File: src/hdl/wos_pkg.sv
// wos_pkg: types, codes and sizes shared by the word operand stack.
// No dependencies; imported by every module of the block.
package wos_pkg;

  // fixed field widths of the beats
  localparam int unsigned WORD_W    = 64;
  localparam int unsigned ENTRY_W   = 4 * WORD_W;
  localparam int unsigned OPCODE_W  = 3;
  localparam int unsigned POS_W     = 10;
  localparam int unsigned ERR_W     = 3;
  localparam int unsigned DEPTH_W   = 11;

  // default stack size
  localparam int unsigned STACK_DEPTH_DEF = 1024;

  typedef enum logic [OPCODE_W-1:0] {
    OP_PUSH       = 3'd0,
    OP_POP        = 3'd1,
    OP_POP_ADDR   = 3'd2,
    OP_POP_U64    = 3'd3,
    OP_POP_AMOUNT = 3'd4,
    OP_SWAP       = 3'd5,
    OP_DUP        = 3'd6,
    OP_NONE       = 3'd7
  } op_t;

  typedef enum logic [ERR_W-1:0] {
    ERR_OK    = 3'd0,
    ERR_UNDER = 3'd1,
    ERR_OVER  = 3'd2,
    ERR_INDEX = 3'd3,
    ERR_LARGE = 3'd4
  } err_t;

  typedef struct packed {
    logic [OPCODE_W-1:0] opcode;
    logic [WORD_W-1:0]   push_word0;
    logic [WORD_W-1:0]   push_word1;
    logic [WORD_W-1:0]   push_word2;
    logic [WORD_W-1:0]   push_word3;
    logic [POS_W-1:0]    position;
  } in_item_t;

  typedef struct packed {
    logic [WORD_W-1:0]  out_word0;
    logic [WORD_W-1:0]  out_word1;
    logic [WORD_W-1:0]  out_word2;
    logic [WORD_W-1:0]  out_word3;
    logic [ERR_W-1:0]   error_code;
    logic [DEPTH_W-1:0] depth;
  } out_item_t;

endpackage

File: src/hdl/wos_popfmt.sv
// wos_popfmt: shapes a popped entry per pop flavor and flags values too large.
// Depends on wos_pkg for opcodes and widths.
module wos_popfmt (
  input  wos_pkg::op_t                  op,
  input  logic [wos_pkg::ENTRY_W-1:0]   word,
  output logic [wos_pkg::ENTRY_W-1:0]   value,
  output logic                          too_large
);
  import wos_pkg::*;

  localparam int unsigned ADDR_BITS   = 160;
  localparam int unsigned AMOUNT_BITS = 62;

  always_comb begin
    value     = word;
    too_large = 1'b0;
    case (op)
      // address: keep the low 160 bits
      OP_POP_ADDR: begin
        value = {{(ENTRY_W-ADDR_BITS){1'b0}}, word[ADDR_BITS-1:0]};
      end
      // u64: anything above bit 63 is an error
      OP_POP_U64: begin
        value     = {{(ENTRY_W-WORD_W){1'b0}}, word[WORD_W-1:0]};
        too_large = |word[ENTRY_W-1:WORD_W];
      end
      // amount: limit is 2^62-1
      OP_POP_AMOUNT: begin
        value     = {{(ENTRY_W-WORD_W){1'b0}}, word[WORD_W-1:0]};
        too_large = |word[ENTRY_W-1:AMOUNT_BITS];
      end
      default: begin
        value     = word;
        too_large = 1'b0;
      end
    endcase
  end

endmodule

File: config.mk
export PLATFORM = sky130hd
export DESIGN_NAME = wos_popfmt
export DESIGN_NICKNAME = d
export VERILOG_FILES = /design/src/hdl/wos_pkg.sv /design/src/hdl/wos_popfmt.sv
export SDC_FILE = /design/constraint.sdc
export NUM_CORES = 1
export LEC_CHECK = 0
export BUFFER_PORTS_ARGS = -buffer_cell sky130_fd_sc_hd__buf_4
export CAP_MARGIN = 20
export CELL_PAD_IN_SITES_DETAIL_PLACEMENT = 1
export CELL_PAD_IN_SITES_GLOBAL_PLACEMENT = 1
export CORE_AREA = 2 2 201 203
export DETAILED_ROUTE_END_ITERATION = 8
export DIE_AREA = 0 0 203 205
export PLACE_DENSITY_LB_ADDON = 0.1
export REMOVE_ABC_BUFFERS = 1
export SYNTH_ARGS = -nofsm -noshare
export SYNTH_HDL_FRONTEND = slang
export SYNTH_SLANG_ARGS = --single-unit
File: constraint.sdc
create_clock -name vclk -period 3
set_input_delay 0.6 -clock vclk [all_inputs]
set_output_delay 0.6 -clock vclk [all_outputs]
set_load 0.05 [all_outputs]
==> impl_metrics.yaml <==
status:
  outcome: "finished clean"
timing:
  period_minus_slack_ns: 2.863
  drv_slew: 0
  hold_viol: 0
  worst_slew_pin_slew_ns: 0.7227
  fmax_mhz: 349.3
  max-slew-margin-rel_pct: 51.38
  setup_violations: 0
  holdWs_ns: 1.200
  rsz0062_at_grt: "false"
  fin_crit_sh_pct: 95.42
  worst_slack_ns: 0.1373
  setup_tns_ns: 0
floorplan:
  core_um2: 39370
  die_w_um: 203
  die_y_um: 205
  pin_count: 516
  die_area_um2: 41620
  rows: 73
  start_util_pct: 5.648
global_routing:
  antenna_found_initial: 4
  grt_max_degree: 54
  grt_pass1_wl_um: 32480
  grt_util_all_layers_pct: 11.09
  grt_remaining_overflow: 0
  grt_pass1_vias: 4138
pwr:
  power.leakage_nw: 2.501
  p_clk_share_pct: 0
  p_int_w: 0.0005142
  p_sw_share_pct: 65.27
  power_frac_seq_pct: 0
  power_frac_comb_pct: 100.0
  powerDensity_nw_per_um2: 274.8
  power.switching_w: 0.0009665
  max-vdd-ir-drop_mv: 0.05548
  total_power_w: 0.001481
synthesis:
  ys_types: 18
  synth_common_cells: "191 x and2_1, 64 x buf_4, 48 x nor4_1"
  syn-instance-count: 346
  netlist_area_um2: 2223
  synth.most_common_cell: "and2_1"
  synth_top_area_share_pct: 53.74
  ys_seq_area_share_pct: 0
  ys_top_cells_by_area: "and2_1 54%, buf_4 22%, nor4_1 14%, nand4_1 2.5%, clkbuf_1 2.4%"
  synth_top_area_cell: "and2_1"
  syn_avg_cell_area_um2: 6.426
  yosysWarnings: 0
layout:
  final_nets: 922
  num-fill-cells: 4777
  clock_buffers: 0
  drive_above_1_share_pct: 61.57
  ff_latch_area_um2: 0
  synthToLayoutAreaGrowth_pct: 142.3
  design.seq.count: 0
  final_util_pct: 13.69
setup_path:
  crit_required_ns: 2.40
  cp_data_arrival_time_ns: 2.26
  startpoint_type: "input port"
  crit_type: "input port to output port"
  path_max_fanout: 2
  cp-end-kind: "output port"
routing:
  vias: 3743
  viasPerCell: 3.145
  wl_um: 25240
  routedWlPerCell_um: 21.21
  ant_nets: 0
  route.detailed.drc: 0
  drt-pass1-iter-count: 4
  drtIter0Drc: 134
placement:
  dpl.hpwl_um: 23360
  gp_congestion: 0.7979
  pre_cts_ws_ns: -0.06326
  portBuffers: 392
run:
  maxCapViolations: 0
hold_path:
  hold_start: "word[23]"
  hold_end: "value[23]"
  worstHoldPathCells: 0
  hold_class: "input port to output port"
clock_tree:
  cts_hold_buf: 0
## metal layers
layer	track usage [%]	vias up	routed length, µm
met5	5.714	-	322
met4	0.6517	4	111
met3	10.52	12	5051
met2	18.13	293	11640
met1	10.21	1705	8109
li1	-	1729	-
## placed cells by master, fill, tap and decap left out, types with 2 or more instances in the layout
cell type	count
buf_12	3
nor4_2	3
and2_1	191
nand4_1	9
nand3_1	2
or4_1	2
nor4_1	46
buf_4	396
diode_2	4
## power groups by stage
stage | Sequential, W | Clock, W | Combinational (W)
floorplan | 0 | 0 | 0.000861
global placement | 0 | 0 | 0.00151
detailed placement | 0 | 0 | 0.00150
CTS | 0 | 0 | 0.00151
global route | 0 | 0.0000000000447 | 0.00155
finish | 0 | 0.000000000179 | 0.00148
## kinds of logic (layout without fill, tap and decap cells)
| family | Yosys count | in the layout | synth area share (%) |
|---|---|---|---|
| AOI/OAI and AO/OA | 3 | 3 | 1.182 |
| and+or+nand+nor | 259 | 259 | 73.49 |
| other | 0 | 4 | 0 |
| buffers and inverters | 84 | 399 | 25.32 |
## critical path, cell delays in order
cell	delay (ns)
buf_4	0.11
or4_1	0.54
a211o_1	0.32
nor4_2	0.28
a41oi_1	0.18
buf_4	0.23
## worst max path at each step
stage                    from          to  slack, ns  cells after the start
finish              word[110]   too_large       0.14                      6
global route        word[110]   too_large      0.008                      6
CTS                 word[110]   too_large      0.008                      6
detailed placement  word[113]   too_large      -0.06                      6
global placement    word[110]   too_large       0.01                      6
floorplan               op[2]  value[160]      -0.84                      3
## final cells by class
type,instances,area [µm²],share of cell area [%]
repair buffers,399,3033,56.29
multi-input cells,262,1688,31.33
well taps,525,656.9,12.19
diodes,4,10.01,0.1858
## timing repair
| item | 4_1_cts | 5_1_grt |
|---|---|---|
| setup endpoints to repair | 1 | 1 |
| buffers inserted | 0 | 0 |
| gates resized for setup | 1 | 1 |
## through the flow
step | cells | instance area, µm²
6_report | 1190 | 5388
5_1_grt | 1187 | 5380
4_1_cts | 1186 | 5371
3_5_place_dp | 1186 | 5365
3_3_place_gp | 1186 | 5365
2_1_floorplan | 262 | 1660
No activity file was read; power rests on OpenSTA's default activity.
